$ cat config.mk
export PLATFORM = sky130hd
export DESIGN_NAME = ppna_front
export DESIGN_NICKNAME = d
export VERILOG_FILES = /design/src/hw/rtl/ppna_pkg.sv /design/src/hw/rtl/ppna_front.sv
export SDC_FILE = /design/constraint.sdc
export NUM_CORES = 1
export LEC_CHECK = 0
export ABC_CLOCK_PERIOD_IN_PS = 4300
export BUFFER_PORTS_ARGS = -buffer_cell sky130_fd_sc_hd__buf_4
export CAP_MARGIN = 20
export CORE_MARGIN = 4
export CORE_UTILIZATION = 55
export CTS_CLUSTER_SIZE = 12
export DETAILED_ROUTE_END_ITERATION = 10
export MAX_ROUTING_LAYER = met4
export PLACE_DENSITY_LB_ADDON = 0.2
export SYNTH_ARGS = -nofsm -noshare
export SYNTH_HDL_FRONTEND = slang
export SYNTH_SLANG_ARGS = --single-unit
export TNS_END_PERCENT = 1
$ cat constraint.sdc
create_clock -name clock -period 4.3 [get_ports clock]
set_input_delay 0.215 -clock clock [delete_from_list [all_inputs] [get_ports clock]]
set_output_delay 0.215 -clock clock [all_outputs]
set_load 0.005 [all_outputs]
$ cat src/hw/rtl/ppna_pkg.sv
package ppna_pkg;

   localparam int PIXEL_COLUMNS    = 185;
   localparam int PIXEL_ROWS       = 388;
   localparam int SECTOR_COUNT     = 2;
   localparam int PIXEL_DEPTH      = PIXEL_COLUMNS * PIXEL_ROWS * SECTOR_COUNT;
   localparam int INDEX_BITS       = 18;
   localparam int FRAME_COUNT_BITS = 16;
   localparam logic [FRAME_COUNT_BITS-1:0] FRAME_MAX = '1;

   localparam int SUM_BITS = 32;
   localparam int SQ_BITS  = 46;

   // Shared long divider: 62-bit difference shifted by 16, divided by n squared.
   localparam int DIV_DIVIDEND_BITS = 78;
   localparam int DIV_DIVISOR_BITS  = 32;
   localparam int DIV_QUOT_BITS     = 48;

   localparam int SQRT_IN_BITS   = 48;
   localparam int SQRT_OUT_BITS  = 24;
   localparam logic [SQRT_IN_BITS-1:0] SQRT_FIRST_ONE = 48'h4000_0000_0000;

   localparam logic OP_ACCUMULATE = 1'b0;
   localparam logic OP_READOUT    = 1'b1;

   typedef struct packed {
      logic                    opcode;
      logic [INDEX_BITS-1:0]   pixel_index;
      logic signed [15:0]      pixel_value;
      logic                    last_of_frame;
   } req_type;

   typedef struct packed {
      logic [INDEX_BITS-1:0]   result_pixel;
      logic signed [23:0]      mean_q8;
      logic [23:0]             stddev_q8;
      logic [15:0]             frames_counted;
      logic                    count_saturated;
   } rsp_type;

   // Classified command as it travels from the front to the back.
   typedef struct packed {
      logic                    is_readout;
      logic                    in_range;
      logic [INDEX_BITS-1:0]   pixel_index;
      logic signed [15:0]      pixel_value;
      logic                    last_of_frame;
   } cmd_type;

   typedef struct packed {
      logic    valid;
      cmd_type cmd;
   } fifo_head_type;

   typedef struct packed {
      logic pop;
      logic clearing;
   } back_status_type;

   typedef struct packed {
      logic [SUM_BITS-1:0] sum;
      logic [SQ_BITS-1:0]  sum_sq;
   } mem_word_type;

   typedef struct packed {
      logic                         start;
      logic [DIV_DIVIDEND_BITS-1:0] dividend;
      logic [DIV_DIVISOR_BITS-1:0]  divisor;
   } div_req_type;

   typedef struct packed {
      logic                     done;
      logic [DIV_QUOT_BITS-1:0] quotient;
      logic                     overflow;
   } div_rsp_type;

   typedef struct packed {
      logic                    start;
      logic [SQRT_IN_BITS-1:0] value;
   } sqrt_req_type;

   typedef struct packed {
      logic                     done;
      logic [SQRT_OUT_BITS-1:0] root;
   } sqrt_rsp_type;

endpackage

$ cat src/hw/rtl/ppna_front.sv
// Accepts requests, classifies them and holds them in a two-entry queue.
module ppna_front (
   input  logic                      clock,
   input  logic                      reset,
   input  logic                      req_push,
   output logic                      req_full,
   input  ppna_pkg::req_type         req_data,
   output ppna_pkg::fifo_head_type   head,
   input  ppna_pkg::back_status_type status
);

   ppna_pkg::cmd_type entry_ff [2];
   ppna_pkg::cmd_type entry_in [2];
   logic              wr_ptr_ff, wr_ptr_in;
   logic              rd_ptr_ff, rd_ptr_in;
   logic [1:0]        count_ff, count_in;
   logic              push_ok;
   logic              pop_ok;
   ppna_pkg::cmd_type new_cmd;

   assign req_full   = (count_ff == 2'd2) || status.clearing;
   assign push_ok    = req_push && !req_full;
   assign pop_ok     = status.pop && (count_ff != 2'd0);
   assign head.valid = (count_ff != 2'd0);
   assign head.cmd   = entry_ff[rd_ptr_ff];

   always_comb begin
      new_cmd.is_readout    = (req_data.opcode == ppna_pkg::OP_READOUT);
      new_cmd.in_range      = ({14'd0, req_data.pixel_index} < 32'(ppna_pkg::PIXEL_DEPTH));
      new_cmd.pixel_index   = req_data.pixel_index;
      new_cmd.pixel_value   = req_data.pixel_value;
      new_cmd.last_of_frame = req_data.last_of_frame;

      entry_in = entry_ff;
      if (push_ok) begin
         entry_in[wr_ptr_ff] = new_cmd;
      end
      wr_ptr_in = push_ok ? ~wr_ptr_ff : wr_ptr_ff;
      rd_ptr_in = pop_ok ? ~rd_ptr_ff : rd_ptr_ff;
      count_in  = count_ff + {1'b0, push_ok} - {1'b0, pop_ok};
   end

   always_ff @(posedge clock) begin
      entry_ff <= entry_in;
      if (reset) begin
         wr_ptr_ff <= 1'b0;
         rd_ptr_ff <= 1'b0;
         count_ff  <= 2'd0;
      end else begin
         wr_ptr_ff <= wr_ptr_in;
         rd_ptr_ff <= rd_ptr_in;
         count_ff  <= count_in;
      end
   end

endmodule

# [Word-level counts from Yosys, hierarchy flattened]
# Cells that the tools add are included.
[totals] ff_bits=78 latch_bits=0 mem_bits_rw=0 romBits=0 output_inout_bits=39 elab_cells=36 n_memories=0
[op_classes] add_sub_neg=2 mul=0 n_div=0 magnitude_cmp=4 n_eq_ne=1 n_shift=0 muxes=6 n_bitwise=4 reduce_logical=6
[ops] cell="37-bit two-way mux" count=4
[ops] cell="74-bit bitwise mux" count=1
[ops] cell="37-bit demux with 1-bit select" count=1
[ops] cell="18-bit < comparator, second input constant" count=1
[ops] cell="2-bit greater-or-equal comparator, second input constant" count=2
[ops] cell="1-bit inverter with 2-bit output" count=2
[ops] cell="1-bit logical AND" count=3
[ops] cell="2-bit by 1-bit adder with 2-bit output" count=1
[ops] cell="2-bit == test, second input constant" count=1
[ops] cell="2-bit by 1-bit < comparator with 1-bit output, second input constant" count=1
[ops] cell="1-bit inverter" count=2
[ops] cell="2-bit nonzero test" count=1
[ops] cell="2-bit by 1-bit subtractor with 2-bit output" count=1
[ops] cell="1-bit zero test" count=1
[ops] cell="1-bit logical OR" count=1

# [Depth between registers and ports, before layout]
[depth] word_depth=6 mapped_depth=8 depth_no_buf=8

# [Worst setup path after synthesis]
# Ideal clock, no wire load.
[synth_path] path_kind="reg-to-reg" startpoint="register count_ff[1]" endpoint="register entry_ff[0] (netlist name), enable pin" setup_ps=431 t_arrival_ps=2448 required_time_ps=3869 slack_ps=1421 stages_incl_launch_ff=4 synth_period_minus_slack_ps=2879 cell_sequence="dfxtp_1 -> nor2b_4 -> or3_2 -> nor2_1"
[synth_via] elab_chain_cells=4
[synth_rtl] element="start: declaration" line="ppna_front.sv:16" text="logic [1:0] count_ff, count_in;"
[synth_rtl] element="start signal: assignment" line="ppna_front.sv:52" text="count_ff <= count_in;"
[synth_rtl] element="2-bit == test" line="ppna_front.sv:21" text="assign req_full = (count_ff == 2'd2) || status.clearing;"
[synth_rtl] element="1-bit logical OR" line="ppna_front.sv:21"
[synth_rtl] element="1-bit zero test" line="ppna_front.sv:22" text="assign push_ok = req_push && !req_full;"
[synth_rtl] element="1-bit logical AND" line="ppna_front.sv:22"
[synth_rtl] element="end signal: assignment" line="ppna_front.sv:44" text="entry_ff <= entry_in;"
[synth_rtl] element="end: declaration" line="ppna_front.sv:12" text="ppna_pkg::cmd_type entry_ff [2];"
# No other way between the ends.
# A chain may end at the register's enable or synchronous reset.

# [Worst setup path after layout]
[layout_path] startpoint="register count_ff[0]" endpoint="register entry_ff[56] (netlist name), enable pin"
# The elaborated chain is that of the path after synthesis.

==> out/metrics.csv <==
stage,metric,value,unit
outcome,outcome,completed,
sta,relative slew slack,40.9,%
setup_path,Worst EP arrival,2.15,ns
synthesis,ranking of synthesized cells by area,"edfxtp_1 (76%), mux2_2 (14%), dfxtp_1 (2.7%)",
floorplanning,# IOs,80,
floorplanning,Core ar.,5140,um^2
sta,fin crit period,2.14,ns
detailed_routing,Post-DRT Antenna Nets,0,
final_layout,area delta synth->final,31.7,%
synthesis,proportion of synthesized area in mux cells,14.2,%
synthesis,share of the synthesized area in the top cell type,75.6,%
synthesis,largest area contributor in the netlist,edfxtp_1,
detailed_routing,Routed wire per std cell,17.8,um
synthesis,Synth cell types,22,
synthesis,sequential share of the synthesized area,78.3,%
clock_network,Sink Count,78,
clock_network,post_cts resized,0,
setup_path,CP max-delay cell,inv_1,
clock_network,H-tree Lvls,3,
synthesis,Netlist Area Pre-Place,2940,um^2
global_routing,vias in the first global route,1683,
sta,final hold vios,0,
final_layout,share of cells above drive strength 1,57.7,%
clock_network,Worst-Skew Late Latency,0.34,ns
sta,clk_skew,0.00573,ns
sta,final period utilization,49.7,%
clock_network,clk buf depth,2,
clock_network,clk slew on worst S/H paths,0.08,ns
clock_network,Hold Buf Count CTS,0,
clock_network,root buffer cell,clkbuf_8,
flow_run,MaxCap Viol Count,0,
setup_path,WS Path Type,reg2reg,
setup_path,CP endpoint kind,flip-flop,
detailed_routing,DR pass1 iterations,4,
sta,RSZ-0062 raised after global routing,no,
global_routing,GR Overflow Total,0,
setup_path,maximum fanout along the worst path,22,
synthesis,syn avg cell area,19.9,um^2
hold_path,hold-critical path depth,1,
detailed_routing,DR iter-0 viols,91,
floorplanning,Chip Width,81.1,um
setup_path,FF-to-FF path depth,4,
floorplanning,Starting Density,57.2,%
global_routing,gr usage total,18.4,%
synthesis,Synth Area in Simple Gates,2.89,%
synthesis,xor and xnor area share after synthesis,0.894,%
clock_network,CTS tree,built,
detailed_routing,Post-Route WL,5550,um
synthesis,post-synthesis register bit count,78,
placement,pre-CTS setup slack,2.11,ns
sta,worst setup margin,2.16,ns
placement,gpl congestion,0.714,
detailed_routing,vias,1624,
sta,Setup Viol. Count Final,0,
clock_network,setup bufs post-CTS,0,
detailed_routing,via density per instance,5.22,
sta,setup TNS,0,ns
final_layout,Ant. Diodes,0,
sta,worst-margin pin slew,0.887,ns
synthesis,Post-Synth Adder-Cell Area,0.851,%
setup_path,largest stage delay on the critical path,0.48,ns
setup_path,CP required,4.31,ns
sta,Slew Limit Fails,0,
synthesis,Post-Synthesis Cells,148,
placement,HPWL after DPL,3710,um
floorplanning,Die ar.,6580,um^2
synthesis,largest family of logic cells by synthesized area,multiplexers,
synthesis,syn_nets,191,
power,VDD IR max,0.325,mV
power,leakage,1.45,nW
hold_path,worst min-delay path category,in2reg,
clock_network,cts bufs inserted,9,
global_routing,initial antenna violation count,0,
power,Power Density,528,nW/um^2
floorplanning,die height,81.1,um
synthesis,synth warn,0,
setup_path,crit-path cells,nor2b_4 > or4_4 > inv_1 > buf_4,
final_layout,fin nets,279,
floorplanning,site row count,26,
sta,Max Freq,0.468,GHz
global_routing,first-pass GRT wire length,8390,um
detailed_routing,DRC violation count after routing,0,
global_routing,pin count of the biggest net entering global routing,39,
synthesis,compound-cell area share of the yosys netlist,1.49,%
setup_path,Worst setup SP type,flip-flop,
placement,IO Port Bufs,79,
flip-flops by register name (all words and copies together) (netlist names):
| name | count |
|---|---|
| count_ff | 2 |
| entry_ff | 74 |
| wr_ptr_ff | 1 |
| rd_ptr_ff | 1 |
final cells by class:
cell class              instances  area (um^2)
inverters                       4         15.0
flip-flops and latches         78         2300
clock inverters                 4         95.1
fillers                       313         1270
repair buffers                 81          621
well taps                      70         87.6
clock buffers                  12          145
multi-input cells              62          604
layer usage:
layer  vias up  wire length, um  global-route usage (%)  part of all wire [%]
met5         -                0                       -                     0
met1       808             2250                    21.4                    40
met2        52             2880                    29.3                    52
li1        752                -                       -                     -
met3        12              339                    4.88                   6.1
met4         0               85                    9.80                   1.5
metrics by stage:
| stage | instance area, um^2 | power (W) | hold slack [ns] | cells | utilization, % |
|---|---|---|---|---|---|
| after floorplan | 2940 | 0.00119 | 0.284 | 148 | - |
| after global placement | 3610 | 0.00139 | 0.399 | 294 | 70.3 |
| after detailed placement | 3610 | 0.00141 | 0.400 | 294 | 70.3 |
| after CTS | 3850 | 0.00206 | 0.0417 | 310 | 74.9 |
| after global routing | 3870 | 0.00213 | 0.0354 | 311 | 75.3 |
| final | 3870 | 0.00205 | 0.0576 | 311 | 75.3 |
kinds of logic (layout without fill, tap and decap cells):
kind of cell               count (synthesis)  in the layout
AOI/OAI and AO/OA                          6              6
xor gates and xnor gates                   3              3
adders and majority gates                  2              2
buffers and inverters                      8            101
DFF                                       78             78
muxes                                     37             37
and+or+nand+nor                           14             14
worst max-delay path, delay by kind of cell, from the launching register on:
family	cells	cell delay, ns
buffers and inverters	2	0.90
DFF	1	0.42
and+or+nand+nor	2	0.49
synthesized netlist by cell type, drive strengths merged:
| cell | number |
|---|---|
| or3 | 2 |
| ha | 2 |
| a21oi | 1 |
| o31ai | 1 |
| dfxtp | 4 |
| mux2 | 37 |
| xnor2 | 2 |
| edfxtp | 74 |
| buf | 4 |
| xor2 | 1 |
| a211oi | 2 |
| o21a | 1 |
| nor2 | 6 |
| o311ai | 1 |
| nor2b | 2 |
| or2 | 2 |
| or4 | 1 |
| inv | 4 |
| nand3 | 1 |
path summary, 6_finish.rpt:
check             slack, ns                     end              startpoint
setup / recovery       2.16  entry_ff[56]$_DFFE_PP_  count_ff[0]$_SDFF_PP0_
hold reg to reg        0.56  wr_ptr_ff$_SDFFE_PP0P_  wr_ptr_ff$_SDFFE_PP0P_
setup reg to reg       2.16  entry_ff[56]$_DFFE_PP_  count_ff[0]$_SDFF_PP0_
hold / removal         0.06   entry_ff[6]$_DFFE_PP_             req_data[6]
placed cells by master (no fill, tap or decap):
cell type	Yosys	layout
nor2b_4	1	1
or3_1	1	1
ha_1	2	2
inv_1	4	4
clkinv_2	0	1
nor2_1	6	5
nand3_1	1	1
nor2_4	0	1
o31ai_1	1	1
or4_4	1	1
buf_4	2	80
edfxtp_1	74	74
bufinv_16	0	3
or2_2	2	2
xor2_1	1	1
or3_2	1	1
a21oi_1	1	1
clkbuf_8	0	10
o311ai_0	1	1
mux2_2	37	37
dfxtp_1	4	3
xnor2_1	2	2
dfxtp_2	0	1
clkbuf_1	0	2
nor2b_1	1	1
a211oi_1	2	2
buf_12	0	1
o21a_1	1	1
power by group:
part	leakage (nW)	switching [W]	internal, W
Sequential	0.712	0.0000664	0.000899
Combinational	0.619	0.000155	0.000276
Clock	0.121	0.000246	0.000401
Power figures use the tool's default switching activity.
